[config.mk]
export PLATFORM = sky130hd
export DESIGN_NAME = tabu_list_with_aspiration
export DESIGN_NICKNAME = d
export VERILOG_FILES = /design/src/hw/rtl/tabu_pkg.sv /design/src/hw/rtl/tabu_asp_unit.sv /design/src/hw/rtl/tabu_list_with_aspiration.sv
export SDC_FILE = /design/constraint.sdc
export NUM_CORES = 2
export LEC_CHECK = 0
export BUFFER_PORTS_ARGS = -buffer_cell sky130_fd_sc_hd__buf_2
export CORE_UTILIZATION = 35
export DETAILED_ROUTE_END_ITERATION = 10
export PLACE_DENSITY = 0.5
export SETUP_SLACK_MARGIN = 0.05
export SLEW_MARGIN = 20
export SYNTH_ARGS = -nofsm -noshare
export SYNTH_HDL_FRONTEND = slang
export SYNTH_MEMORY_MAX_BITS = 65536
export SYNTH_SLANG_ARGS = --single-unit
[constraint.sdc]
create_clock -name clk -period 7.6 [get_ports clk]
set_clock_uncertainty 0.05 [all_clocks]
set_input_delay 0.38 -clock clk [delete_from_list [all_inputs] [get_ports clk]]
set_output_delay 0.38 -clock clk [all_outputs]
set_load 0.05 [all_outputs]
[src/hw/rtl/tabu_pkg.sv]
// ----------------------------------------------------------------------------
// tabu_pkg
// shared types, widths and codes for the tabu list with aspiration
// ----------------------------------------------------------------------------
package tabu_pkg;

	// defaults for the top level parameters
	localparam int unsigned MAX_POSITIONS_DEF = 16;
	localparam int unsigned TABU_DEPTH_DEF    = 64;

	// fixed field widths
	localparam int unsigned IDX_W   = 4;
	localparam int unsigned STEP_W  = 16;
	localparam int unsigned COST_W  = 30;
	localparam int unsigned EPS_W   = 16;
	localparam int unsigned SIZE_W  = 7;
	localparam int unsigned CFG_W   = 16;
	localparam int unsigned CFG_IDX_W = 1;

	// aspiration arithmetic: costs scaled to Q.8, product of eps and step difference
	localparam int unsigned FRAC_W    = 8;
	localparam int unsigned DIFF_W    = STEP_W + 1;
	localparam int unsigned ACC_W     = COST_W + FRAC_W + 2;
	localparam int unsigned MUL_STEPS = EPS_W;
	localparam int unsigned BIT_W     = $clog2(MUL_STEPS);

	// register indexes
	localparam logic [CFG_IDX_W-1:0] CFG_MAX_SIZE = 1'd0;
	localparam logic [CFG_IDX_W-1:0] CFG_ASP_EPS  = 1'd1;

	// register reset values
	localparam logic [SIZE_W-1:0] MAX_SIZE_RST = 7'd64;
	localparam logic [EPS_W-1:0]  ASP_EPS_RST  = 16'd0;

	// action codes
	localparam logic ACT_QUERY  = 1'b0;
	localparam logic ACT_INSERT = 1'b1;

	// input beat
	typedef struct packed {
		logic              action;
		logic [IDX_W-1:0]  first_index;
		logic [IDX_W-1:0]  second_index;
		logic [STEP_W-1:0] step_number;
		logic [COST_W-1:0] neighbor_cost;
		logic [COST_W-1:0] best_cost;
	} in_item_t;

	// output beat
	typedef struct packed {
		logic tabu_hit;
		logic aspired;
		logic admissible;
		logic evicted;
	} out_item_t;

	// sequencer to aspiration unit
	typedef struct packed {
		logic start;
	} asp_ctrl_t;

	// aspiration unit back to sequencer
	typedef struct packed {
		logic busy;
		logic done;
		logic aspired;
	} asp_stat_t;

endpackage

[src/hw/rtl/tabu_asp_unit.sv]
// ----------------------------------------------------------------------------
// tabu_asp_unit
// aspiration test: sign of (ncost - bcost)*256 + eps*(step - last), formed by
// one shared adder as a shift-add multiply, one eps bit per cycle
// ----------------------------------------------------------------------------
module tabu_asp_unit (
	input  logic                                clk,
	input  logic                                arst_n,
	input  tabu_pkg::asp_ctrl_t                 ctrl,
	input  logic signed [tabu_pkg::EPS_W-1:0]   eps,
	input  logic        [tabu_pkg::STEP_W-1:0]  step,
	input  logic        [tabu_pkg::STEP_W-1:0]  last,
	input  logic        [tabu_pkg::COST_W-1:0]  ncost,
	input  logic        [tabu_pkg::COST_W-1:0]  bcost,
	output tabu_pkg::asp_stat_t                 stat
);

	localparam int unsigned AW = tabu_pkg::ACC_W;

	logic signed [AW-1:0]                 acc_q;
	logic signed [AW-1:0]                 mcand_q;
	logic        [tabu_pkg::EPS_W-1:0]    mplier_q;
	logic        [tabu_pkg::BIT_W-1:0]    bit_q;
	logic                                 busy_q;
	logic                                 done_q;

	logic signed [tabu_pkg::DIFF_W-1:0]   diff;
	logic        [AW-1:0]                 op_a;
	logic        [AW-1:0]                 op_b;
	logic                                 op_sub;
	logic        [AW-1:0]                 sum;
	logic                                 last_bit;

	// signed step difference, exact
	assign diff = signed'({1'b0, step}) - signed'({1'b0, last});

	assign last_bit = (bit_q == tabu_pkg::BIT_W'(tabu_pkg::MUL_STEPS - 1));

	// operand select for the shared adder
	always_comb begin
		if (ctrl.start) begin
			op_a   = AW'({ncost, tabu_pkg::FRAC_W'(0)});
			op_b   = AW'({bcost, tabu_pkg::FRAC_W'(0)});
			op_sub = 1'b1;
		end else begin
			op_a   = acc_q;
			op_b   = mcand_q;
			// top eps bit carries negative weight
			op_sub = last_bit;
		end
	end

	// shared adder / subtractor
	assign sum = op_a + (op_sub ? ~op_b : op_b) + AW'(op_sub);

	// control
	always_ff @(posedge clk or negedge arst_n) begin
		if (!arst_n) begin
			busy_q <= 1'b0;
			done_q <= 1'b0;
			bit_q  <= '0;
		end else if (ctrl.start) begin
			busy_q <= 1'b1;
			done_q <= 1'b0;
			bit_q  <= '0;
		end else if (busy_q) begin
			bit_q <= bit_q + 1'b1;
			if (last_bit) begin
				busy_q <= 1'b0;
				done_q <= 1'b1;
			end
		end
	end

	// datapath
	always_ff @(posedge clk) begin
		if (ctrl.start) begin
			acc_q    <= sum;
			mcand_q  <= AW'(diff);
			mplier_q <= eps;
		end else if (busy_q) begin
			if (mplier_q[0]) begin
				acc_q <= sum;
			end
			mcand_q  <= mcand_q <<< 1;
			mplier_q <= mplier_q >> 1;
		end
	end

	assign stat.busy    = busy_q;
	assign stat.done    = done_q;
	assign stat.aspired = acc_q[AW-1];

endmodule

[src/hw/rtl/tabu_list_with_aspiration.sv]
// ----------------------------------------------------------------------------
// tabu_list_with_aspiration
// tabu memory for swap moves with fifo ageing and an aspiration test
// ----------------------------------------------------------------------------
// One item at a time. After reset the flag and last-step tables are cleared
// one entry per cycle, during which in_ready stays low; configuration writes
// are taken throughout. A query passes through the table lookup, the
// aspiration unit (16 shift-add steps, one bit of eps per cycle, then done
// reported) and the load of the output register. An insert passes through
// the lookup and the output load, with a further state between them when the
// oldest entry is evicted from a non-empty fifo (its flag clear is a second
// write to the flag table). The next item is accepted once the result sits in
// the output register, even if it has not yet been taken; a result still
// waiting there holds the next one back.
module tabu_list_with_aspiration #(
	parameter int unsigned MAX_POSITIONS = tabu_pkg::MAX_POSITIONS_DEF,
	parameter int unsigned TABU_DEPTH    = tabu_pkg::TABU_DEPTH_DEF
) (
	input  logic                              clk,
	input  logic                              arst_n,
	input  logic                              in_valid,
	output logic                              in_ready,
	input  tabu_pkg::in_item_t                in_item,
	output logic                              out_valid,
	input  logic                              out_ready,
	output tabu_pkg::out_item_t               out_item,
	input  logic                              cfg_write,
	input  logic [tabu_pkg::CFG_IDX_W-1:0]    cfg_index,
	input  logic [tabu_pkg::CFG_W-1:0]        cfg_data
);

	localparam int unsigned NUM_KEYS = MAX_POSITIONS * MAX_POSITIONS;
	localparam int unsigned KEY_W    = $clog2(NUM_KEYS);
	localparam int unsigned POS_W    = $clog2(MAX_POSITIONS);
	localparam int unsigned PTR_W    = (TABU_DEPTH > 1) ? $clog2(TABU_DEPTH) : 1;
	localparam int unsigned CNT_W    = $clog2(TABU_DEPTH + 1);
	localparam int unsigned CMP_W    = (CNT_W > tabu_pkg::SIZE_W) ? CNT_W : tabu_pkg::SIZE_W;
	localparam int unsigned SUM_W    = CNT_W + 1;
	localparam int unsigned WRAP_W   = tabu_pkg::SIZE_W;

	// sequencer states
	localparam logic [2:0] ST_CLEAR  = 3'd0;
	localparam logic [2:0] ST_IDLE   = 3'd1;
	localparam logic [2:0] ST_LOOKUP = 3'd2;
	localparam logic [2:0] ST_MUL    = 3'd3;
	localparam logic [2:0] ST_EVICT  = 3'd4;
	localparam logic [2:0] ST_DONE   = 3'd5;

	logic [2:0]                          state_q;
	logic [KEY_W-1:0]                    clr_q;

	logic [tabu_pkg::SIZE_W-1:0]         max_size_q;
	logic [tabu_pkg::EPS_W-1:0]          eps_q;

	tabu_pkg::in_item_t                  item_q;
	logic [KEY_W-1:0]                    key_q;
	logic [PTR_W-1:0]                    head_q;
	logic [CNT_W-1:0]                    count_q;
	logic                                evict_q;

	logic                                flag_mem [NUM_KEYS];
	logic [tabu_pkg::STEP_W-1:0]         step_mem [NUM_KEYS];
	logic [KEY_W-1:0]                    fifo_mem [TABU_DEPTH];

	logic                                flag_rd_q;
	logic [tabu_pkg::STEP_W-1:0]         step_rd_q;
	logic [KEY_W-1:0]                    fifo_rd_q;

	tabu_pkg::out_item_t                 out_item_q;
	logic                                out_valid_q;

	logic [POS_W-1:0]                    pos_i;
	logic [POS_W-1:0]                    pos_j;
	logic [KEY_W-1:0]                    key_in;
	logic                                in_fire;
	logic                                rd_en;
	logic [CMP_W-1:0]                    cap;
	logic                                full;
	logic                                count_zero;
	logic [SUM_W-1:0]                    tail_sum;
	logic [PTR_W-1:0]                    tail;
	logic                                do_insert;
	logic                                flag_we;
	logic [KEY_W-1:0]                    flag_wa;
	logic                                flag_wd;
	logic                                step_we;
	logic [KEY_W-1:0]                    step_wa;
	logic [tabu_pkg::STEP_W-1:0]         step_wd;
	logic                                out_load;
	tabu_pkg::asp_ctrl_t                 asp_ctrl;
	tabu_pkg::asp_stat_t                 asp_stat;

	// position wrap modulo MAX_POSITIONS by repeated subtraction
	function automatic logic [POS_W-1:0] pos_wrap(input logic [tabu_pkg::IDX_W-1:0] idx);
		logic [WRAP_W-1:0] v;
		v = WRAP_W'(idx);
		for (int k = 0; k < 8; k++) begin
			if (v >= WRAP_W'(MAX_POSITIONS)) begin
				v = v - WRAP_W'(MAX_POSITIONS);
			end
		end
		return POS_W'(v);
	endfunction

	// move key of the incoming beat
	always_comb begin
		pos_i  = pos_wrap(in_item.first_index);
		pos_j  = pos_wrap(in_item.second_index);
		key_in = KEY_W'(int'(pos_i) * MAX_POSITIONS + int'(pos_j));
	end

	assign in_ready = (state_q == ST_IDLE);
	assign in_fire  = in_valid && in_ready;
	assign rd_en    = (state_q == ST_IDLE);

	// fifo occupancy against the effective capacity
	always_comb begin
		if (32'(max_size_q) > TABU_DEPTH) begin
			cap = CMP_W'(TABU_DEPTH);
		end else begin
			cap = CMP_W'(max_size_q);
		end
		full       = (CMP_W'(count_q) >= cap);
		count_zero = (count_q == '0);
		tail_sum   = SUM_W'(head_q) + SUM_W'(count_q);
		if (tail_sum >= SUM_W'(TABU_DEPTH)) begin
			tail_sum = tail_sum - SUM_W'(TABU_DEPTH);
		end
		tail = PTR_W'(tail_sum);
	end

	assign do_insert = (state_q == ST_LOOKUP) && (item_q.action == tabu_pkg::ACT_INSERT);

	// write port select for the flag and last-step tables
	always_comb begin
		flag_we = 1'b0;
		flag_wa = key_q;
		flag_wd = 1'b0;
		step_we = 1'b0;
		step_wa = key_q;
		step_wd = item_q.step_number;
		if (state_q == ST_CLEAR) begin
			flag_we = 1'b1;
			flag_wa = clr_q;
			step_we = 1'b1;
			step_wa = clr_q;
			step_wd = '0;
		end else if (do_insert) begin
			flag_we = 1'b1;
			// zero capacity pushes and pops the same move at once
			flag_wd = !(full && count_zero);
			step_we = 1'b1;
		end else if (state_q == ST_EVICT) begin
			flag_we = 1'b1;
			flag_wa = fifo_rd_q;
		end
	end

	// flag table
	always_ff @(posedge clk) begin
		if (flag_we) begin
			flag_mem[flag_wa] <= flag_wd;
		end
		if (rd_en) begin
			flag_rd_q <= flag_mem[key_in];
		end
	end

	// last-step table
	always_ff @(posedge clk) begin
		if (step_we) begin
			step_mem[step_wa] <= step_wd;
		end
		if (rd_en) begin
			step_rd_q <= step_mem[key_in];
		end
	end

	// move fifo, head read while idle, ahead of any push by the insert
	always_ff @(posedge clk) begin
		if (do_insert && !(full && count_zero)) begin
			fifo_mem[tail] <= key_q;
		end
		if (rd_en) begin
			fifo_rd_q <= fifo_mem[head_q];
		end
	end

	// configuration registers
	always_ff @(posedge clk or negedge arst_n) begin
		if (!arst_n) begin
			max_size_q <= tabu_pkg::MAX_SIZE_RST;
			eps_q      <= tabu_pkg::ASP_EPS_RST;
		end else if (cfg_write) begin
			unique case (cfg_index)
				tabu_pkg::CFG_MAX_SIZE: max_size_q <= cfg_data[tabu_pkg::SIZE_W-1:0];
				tabu_pkg::CFG_ASP_EPS:  eps_q      <= cfg_data[tabu_pkg::EPS_W-1:0];
			endcase
		end
	end

	// captured beat
	always_ff @(posedge clk) begin
		if (in_fire) begin
			item_q <= in_item;
			key_q  <= key_in;
		end
	end

	assign asp_ctrl.start = (state_q == ST_LOOKUP) && (item_q.action == tabu_pkg::ACT_QUERY);

	assign out_load = (state_q == ST_DONE) && (!out_valid_q || out_ready);

	// sequencer and fifo pointers
	always_ff @(posedge clk or negedge arst_n) begin
		if (!arst_n) begin
			state_q <= ST_CLEAR;
			clr_q   <= '0;
			head_q  <= '0;
			count_q <= '0;
			evict_q <= 1'b0;
		end else begin
			unique case (state_q)
				ST_CLEAR: begin
					clr_q <= clr_q + 1'b1;
					if (clr_q == KEY_W'(NUM_KEYS - 1)) begin
						state_q <= ST_IDLE;
					end
				end
				ST_IDLE: begin
					if (in_fire) begin
						state_q <= ST_LOOKUP;
					end
				end
				ST_LOOKUP: begin
					evict_q <= 1'b0;
					if (item_q.action == tabu_pkg::ACT_QUERY) begin
						state_q <= ST_MUL;
					end else if (!full) begin
						count_q <= count_q + 1'b1;
						state_q <= ST_DONE;
					end else begin
						evict_q <= 1'b1;
						if (count_zero) begin
							state_q <= ST_DONE;
						end else begin
							if (head_q == PTR_W'(TABU_DEPTH - 1)) begin
								head_q <= '0;
							end else begin
								head_q <= head_q + 1'b1;
							end
							state_q <= ST_EVICT;
						end
					end
				end
				ST_MUL: begin
					if (asp_stat.done) begin
						state_q <= ST_DONE;
					end
				end
				ST_EVICT: begin
					state_q <= ST_DONE;
				end
				ST_DONE: begin
					if (out_load) begin
						state_q <= ST_IDLE;
					end
				end
				default: begin
					state_q <= ST_IDLE;
				end
			endcase
		end
	end

	// output register
	always_ff @(posedge clk or negedge arst_n) begin
		if (!arst_n) begin
			out_valid_q <= 1'b0;
		end else if (out_load) begin
			out_valid_q <= 1'b1;
		end else if (out_ready) begin
			out_valid_q <= 1'b0;
		end
	end

	always_ff @(posedge clk) begin
		if (out_load) begin
			if (item_q.action == tabu_pkg::ACT_QUERY) begin
				out_item_q.tabu_hit   <= flag_rd_q;
				out_item_q.aspired    <= asp_stat.aspired;
				out_item_q.admissible <= !flag_rd_q || asp_stat.aspired;
				out_item_q.evicted    <= 1'b0;
			end else begin
				out_item_q.tabu_hit   <= 1'b0;
				out_item_q.aspired    <= 1'b0;
				out_item_q.admissible <= 1'b0;
				out_item_q.evicted    <= evict_q;
			end
		end
	end

	assign out_valid = out_valid_q;
	assign out_item  = out_item_q;

	// aspiration unit
	tabu_asp_unit u_asp (
		.clk    (clk),
		.arst_n (arst_n),
		.ctrl   (asp_ctrl),
		.eps    (signed'(eps_q)),
		.step   (item_q.step_number),
		.last   (step_rd_q),
		.ncost  (item_q.neighbor_cost),
		.bcost  (item_q.best_cost),
		.stat   (asp_stat)
	);

endmodule

# Yosys cells after proc, flatten, opt, wreduce, memory -nomap -nowiden
# Memory sizes are Yosys's and may differ from the RTL's. A register that Yosys moved wholly into a read port is not among the register bits.
# Index checks and enable logic that the tools add are counted.
# totals
regBits,240
ram_bits,4864
inputBits,107
output_inout_bits,6
word_cells,132
n_memories,3
# classes
add_sub_neg,10
magnitude_cmp,3
eq_ne,12
muxes,52
bitwise_logic,5
reduce_logical,24
# mem_list
name,depth,word_bits,rd,rd_clocked_by_memory_dff,wr,line_no,source
step_mem,256,16,1,1,1,tabu_list_with_aspiration.sv:62,logic [tabu_pkg::STEP_W-1:0] step_mem [NUM_KEYS];
fifo_mem,64,8,1,1,1,tabu_list_with_aspiration.sv:63,logic [KEY_W-1:0] fifo_mem [TABU_DEPTH];
flag_mem,256,1,1,1,1,tabu_list_with_aspiration.sv:61,logic flag_mem [NUM_KEYS];
# op_table
operator,n
$mux W40,8
$mux W16,3
$add A40 B1 Y40,1
$add A40 B40 Y40,1
$not A40 Y40,1
$mux W8,4
$mux W1,26
$pmux W3 S6,1
$sub A16 B16 Y17,1
$mux W3,5
$mux W6,2
$add A6 B7 Y8,1
$add A8 B1 Y8 const B,1
$add A8 B4 Y8,1
$eq A8 B8 Y1 const B,1
$ge A8 B7 Y1 const B,1
$mux W4,2
$reduce_and A2 Y1,4
$reduce_and A4 Y1,2
$reduce_bool A2 Y1,4
$add A7 B1 Y7 const B,1
$ge A7 B7 Y1,1
$gt A7 B7 Y1 const B,1
$logic_not A7 Y1,1
other kinds (17),32

# Depth between registers and ports, before layout
# logic_depth
word_depth,10
mapped_depth,19
mapped_depth_nobuf,15

# Cells and area by module
# Synthesis repeated with hierarchy kept, for this count alone.
# hier_totals
hier_cells,10205
area_unflattened_um2,203425.1
# by_module_without_submodules
mod,n_inst,cells_each,area_per_inst_um2,seq_area_each_um2
tabu_list_with_aspiration,1,9401,195616.4,150710.8
tabu_asp_unit,1,804,7808.7,3032.9

# Worst setup path after synthesis
# No wires, ideal clock.
# synth_path
kind,register to register
startpoint,reg state_q[0]
endpoint,"mem step_mem[0][0] (netlist name), data pin"
setup_time_ps,1393
arrival_time_ps,6954
t_required_ps,6157
slack_ps,-797
path_stages_with_launch,5
n_path_buf,2
period_less_slack_ps,8397
path_cell_list,dfrtp_1 > clkbuf_1 > nor3_1 > clkbuf_1 > nor2_1
# synth_via
elab_chain_len,2
# synth_lines
element,line_no,source
from (decl),tabu_list_with_aspiration.sv:49,logic [2:0] state_q;
from (signal assigned),tabu_list_with_aspiration.sv:217,state_q <= ST_CLEAR;
from (signal assigned),tabu_list_with_aspiration.sv:227,state_q <= ST_IDLE;
from (signal assigned),tabu_list_with_aspiration.sv:232,state_q <= ST_LOOKUP;
$logic_not A3 Y1,tabu_list_with_aspiration.sv:142,if (state_q == ST_CLEAR) begin
$mux W16,tabu_list_with_aspiration.sv:142,
"via step_wd, one bit",tabu_list_with_aspiration.sv:88,logic [tabu_pkg::STEP_W-1:0] step_wd;
to (decl),tabu_list_with_aspiration.sv:62,
# The timed path passes the listed nets, and every way through them passes these cells.

# Worst setup path in the final report
# layout_path
startpoint,reg state_q[2]
endpoint,"reg u_asp.acc_q[32], data pin"
# layout_via
elab_chain_len,10
elab_cells_between_ends,12
cone_classes,add/sub: 2; eq/ne: 1; mux: 7; bitwise: 1; reduce/logical: 1
# layout_lines
element,line_no,source
$eq A3 B2 Y1 (*),tabu_list_with_aspiration.sv:210,assign asp_ctrl.start = (state_q == ST_LOOKUP) && (item_q.action == tabu_pkg::ACT_QUERY);
$logic_and A1 B1 Y1 (*),tabu_list_with_aspiration.sv:210,
$mux W40,tabu_asp_unit.sv:41,if (ctrl.start) begin
$not A40 Y40,tabu_asp_unit.sv:54,assign sum = op_a + (op_sub ? ~op_b : op_b) + AW'(op_sub);
$mux W40,tabu_asp_unit.sv:54,
$add A40 B40 Y40,tabu_asp_unit.sv:54,
$add A40 B1 Y40 (*),tabu_asp_unit.sv:54,
via u_asp.sum[32],tabu_asp_unit.sv:31,logic [AW-1:0] sum;
$mux W40,tabu_asp_unit.sv:82,if (mplier_q[0]) begin
$mux W40,tabu_asp_unit.sv:81,end else if (busy_q) begin
$mux W40 (*),tabu_asp_unit.sv:77,if (ctrl.start) begin
to (signal assigned),tabu_asp_unit.sv:78,acc_q <= sum;
to (signal assigned),tabu_asp_unit.sv:83,acc_q <= sum;
to (decl),tabu_asp_unit.sv:20,logic signed [AW-1:0] acc_q;
# The timed path passes the listed nets; every way through them passes the cells marked *. The select of a mux whose other input is x is not followed.
# A chain may end at the register's enable or synchronous reset.

==> reports/metrics.cfg <==
[detailed_routing]
via_per_inst=5.39
routedWlPerCell_microns=30.4
drt_iter0_markers=9814
firstDrtPassIters=6
via_count=95842
wl_microns=540000
ant_nets=0
drc=0

[worst_setup_path]
required_ps=8350
worstPathArrival_ps=5910
criticalPathCategory=flip-flop to flip-flop
cp_cell_sequence=nand2b_1 -> or3_4 -> buf_4 -> nand2_1 -> fa_1 -> a211oi_1 -> o21ai_1 -> nand3_1 -> o31a_1 -> o31ai_2 -> a221o_1 -> a221oi_2 -> o21ai_0 -> xor2_1
crit_path_end_kind=flip-flop
path_max_fanout=61
crit_slowest_cell=dfrtp_1
critPathLaunchType=flip-flop
slowest_delay_ps=860

[cts]
post-cts-setup-buffer-count=0
clock_latency_ps=1080
cts_root_buffer=clkbuf_16
cts_buffers=548
tritoncts=yes
clk_pin_slew_ps=60
cts_hold_buf=194
cts_resized=0
h-tree-depth=6
clock_tree.buffer_depth=4
cts.sinks=5129

[die]
core-area_sq_mm=0.573
initial_utilization_pct=35.1
rows=278
die_x_microns=760
ios=113
dieArea_sq_mm=0.578
fp.dieH_microns=760

[power]
cellLeakagePower_uw=0.0722
power_density_mw_per_mm2=307
peakVddDrop_v=0.000263

[yosys]
yosysWarningCount=0
async_reset_ff_share_pct=1.07
synth_edf_count=5074
ys_seq_area_share_pct=76.4
synth_cell_type_count=67
synth_area_sq_mm=0.201
synth_area_per_cell_sq_um=22.1
yosys_register_bits=5129
synth_area_leaders=edfxtp_1 76%, mux4_2 17%, nor2_1 1.3%
syn_nets=9266
yosys.area.top_type=edfxtp_1
synthesis.instances=9085
synth_top_cell_area_share_pct=75.7
ys.flop_type=edfxtp_1

[hold_path]
hp-class=primary input to flip-flop

[sta]
worst_pin_slew_ps=1240
fin_crit_ps=5160
finalCritPeriodShare_pct=67.9
drv_slew=0
fmax_ghz=0.194
rsz0062_at_grt=false
worst_slack_ps=2440
hold_viol_final=0
setup_viol=0
slew_headroom_pct=17.2

[global_route]
grt_max_degree=205
antenna_found_initial=30
grt_pass1_vias=99871
grt_pass1_wl_microns=764000
grt_use_total_pct=18.3
overflow=0

[finish]
drive_above_1_share_pct=28.5
nNetsFinal=9987
num-fill-cells=49870
final_cells=17795
syn2layout_area_growth_pct=15.2

[job]
drv_cap=0

[placed_design]
dp_slack_ps=2430
numPlacedInstances=16619
place_congestion=0.828
dp_hpwl_microns=315000
io_buffers=112

[status]
outcome=completed

==> cells by family after synthesis <==
| kind of cell | synth area share, % |
|---|---|
| multiplexers | 17.9 |
| AND/OR/NAND/NOR | 2.46 |
| AO/OA/AOI/OAI | 1.13 |
| buffers and inverters | 1.14 |
| flip-flops | 76.4 |
| adder cells (fa/ha/maj) | 0.471 |
| XOR/XNOR | 0.488 |
==> final timing paths <==
path	slack [ps]	cells after the start	start	end
setup / recovery	2440	14	state_q[2]	u_asp.acc_q[32]
hold / removal	60	2	in_item[77]	key_q[1]
setup reg to reg	2440	14	state_q[2]	u_asp.acc_q[32]
hold reg to reg	450	1	eps_q[15]	eps_q[15]
max in group asynchronous	6360	4	arst_n	head_q[1]
min in group asynchronous	500	4	arst_n	max_size_q[4]
==> cell type report <==
cell class	count	area (sq um)	area share (%)
timing repair buffer	678	6040	2.61
clock buffer	699	14600	6.31
inverter	38	143	0.0615
sequential	5129	154000	66.3
tap	7560	9460	4.08
multi-input combinational	3411	45600	19.7
antenna	16	40.0	0.0173
clock inverter	264	2190	0.946
==> synth_stat cells (6+ instances only) <==
cell type / n
a211oi_1: 6
dfrtp_1: 54
nor2b_1: 21
o21bai_1: 10
and3_1: 9
mux2i_1: 94
xor2_1: 33
clkbuf_1: 301
a21o_1: 41
or3_1: 9
buf_1: 59
o21ai_0: 83
nand3_1: 48
nand2b_1: 9
o31ai_1: 11
inv_1: 38
nor2_1: 687
edfxtp_1: 5074
ha_1: 71
a21oi_1: 84
nand3b_1: 16
buf_6: 8
nand4_1: 19
a221oi_1: 19
mux2_2: 26
nand2_1: 357
a22oi_1: 36
a31oi_1: 7
mux4_2: 1545
o211ai_1: 7
buf_2: 133
xnor2_1: 79
o21a_1: 6
and2_1: 20
==> sequential cells by signal (all words and copies together), names as in the netlist, 6 cells and up <==
name / flops
count_q: 7
u_asp.acc_q: 40
u_asp.mcand_q: 40
item_q: 77
flag_mem: 256
clr_q: 8
u_asp.mplier_q: 16
fifo_rd_q: 8
fifo_mem: 512
key_q: 8
head_q: 6
step_mem: 4096
eps_q: 16
step_rd_q: 16
max_size_q: 7
==> stage by stage <==
| stage | total power (uW) | cell area [sq um] | hold slack [ps] | utilization (%) | setup TNS, ps |
|---|---|---|---|---|---|
| after CTS | 71900 | 232000 | 0.0925 | 40.4 | 0 |
| after global routing | 73700 | 232000 | 25.1 | 40.5 | 0 |
| after floorplan | 42400 | 201000 | 34.4 | - | -408210 |
| after detailed placement | 46400 | 213000 | 437 | 37.2 | 0 |
| after global placement | 46100 | 213000 | 438 | 37.1 | 0 |
| final | 71200 | 232000 | 64.6 | 40.5 | 0 |
==> worst max-delay path: cells and delay by family (launching register included) <==
| family | cells | cell delay [ps] |
|---|---|---|
| simple gates | 4 | 1100 |
| fa+ha+maj | 1 | 470 |
| buf+inv | 1 | 390 |
| compound gates | 7 | 1870 |
| flops | 1 | 860 |
| xor+xnor | 1 | 170 |
==> placed cells by master, fill, tap and decap left out, types with 47 or more instances in the layout <==
master / instances
a21oi_1: 84
buf_12: 50
buf_2: 106
buf_4: 318
clkbuf_1: 135
clkbuf_16: 564
clkinv_1: 117
clkinv_2: 68
dfrtp_1: 51
dlygate4sd3_1: 194
edfxtp_1: 5074
ha_1: 71
mux2i_1: 92
mux4_2: 1545
nand2_1: 333
nand3_1: 47
nor2_1: 614
nor2_2: 63
o21ai_0: 81
xnor2_1: 79
==> layer usage <==
layer | vias to the layer above | track usage (%) | part of all wire, %
met3 | 710 | 2.82 | 5.9
met2 | 3110 | 29.8 | 48
met1 | 52527 | 25.7 | 43
met4 | 2 | 5.45 | 3.2
met5 | - | 0 | 0.0015
li1 | 39493 | - | -
==> where the power goes <==
part,internal (uW),switching (uW)
Combinational,3390,7660
Clock,14400,11100
Sequential,34300,385
Total,52100,19100
Power figures use the tool's default switching activity.
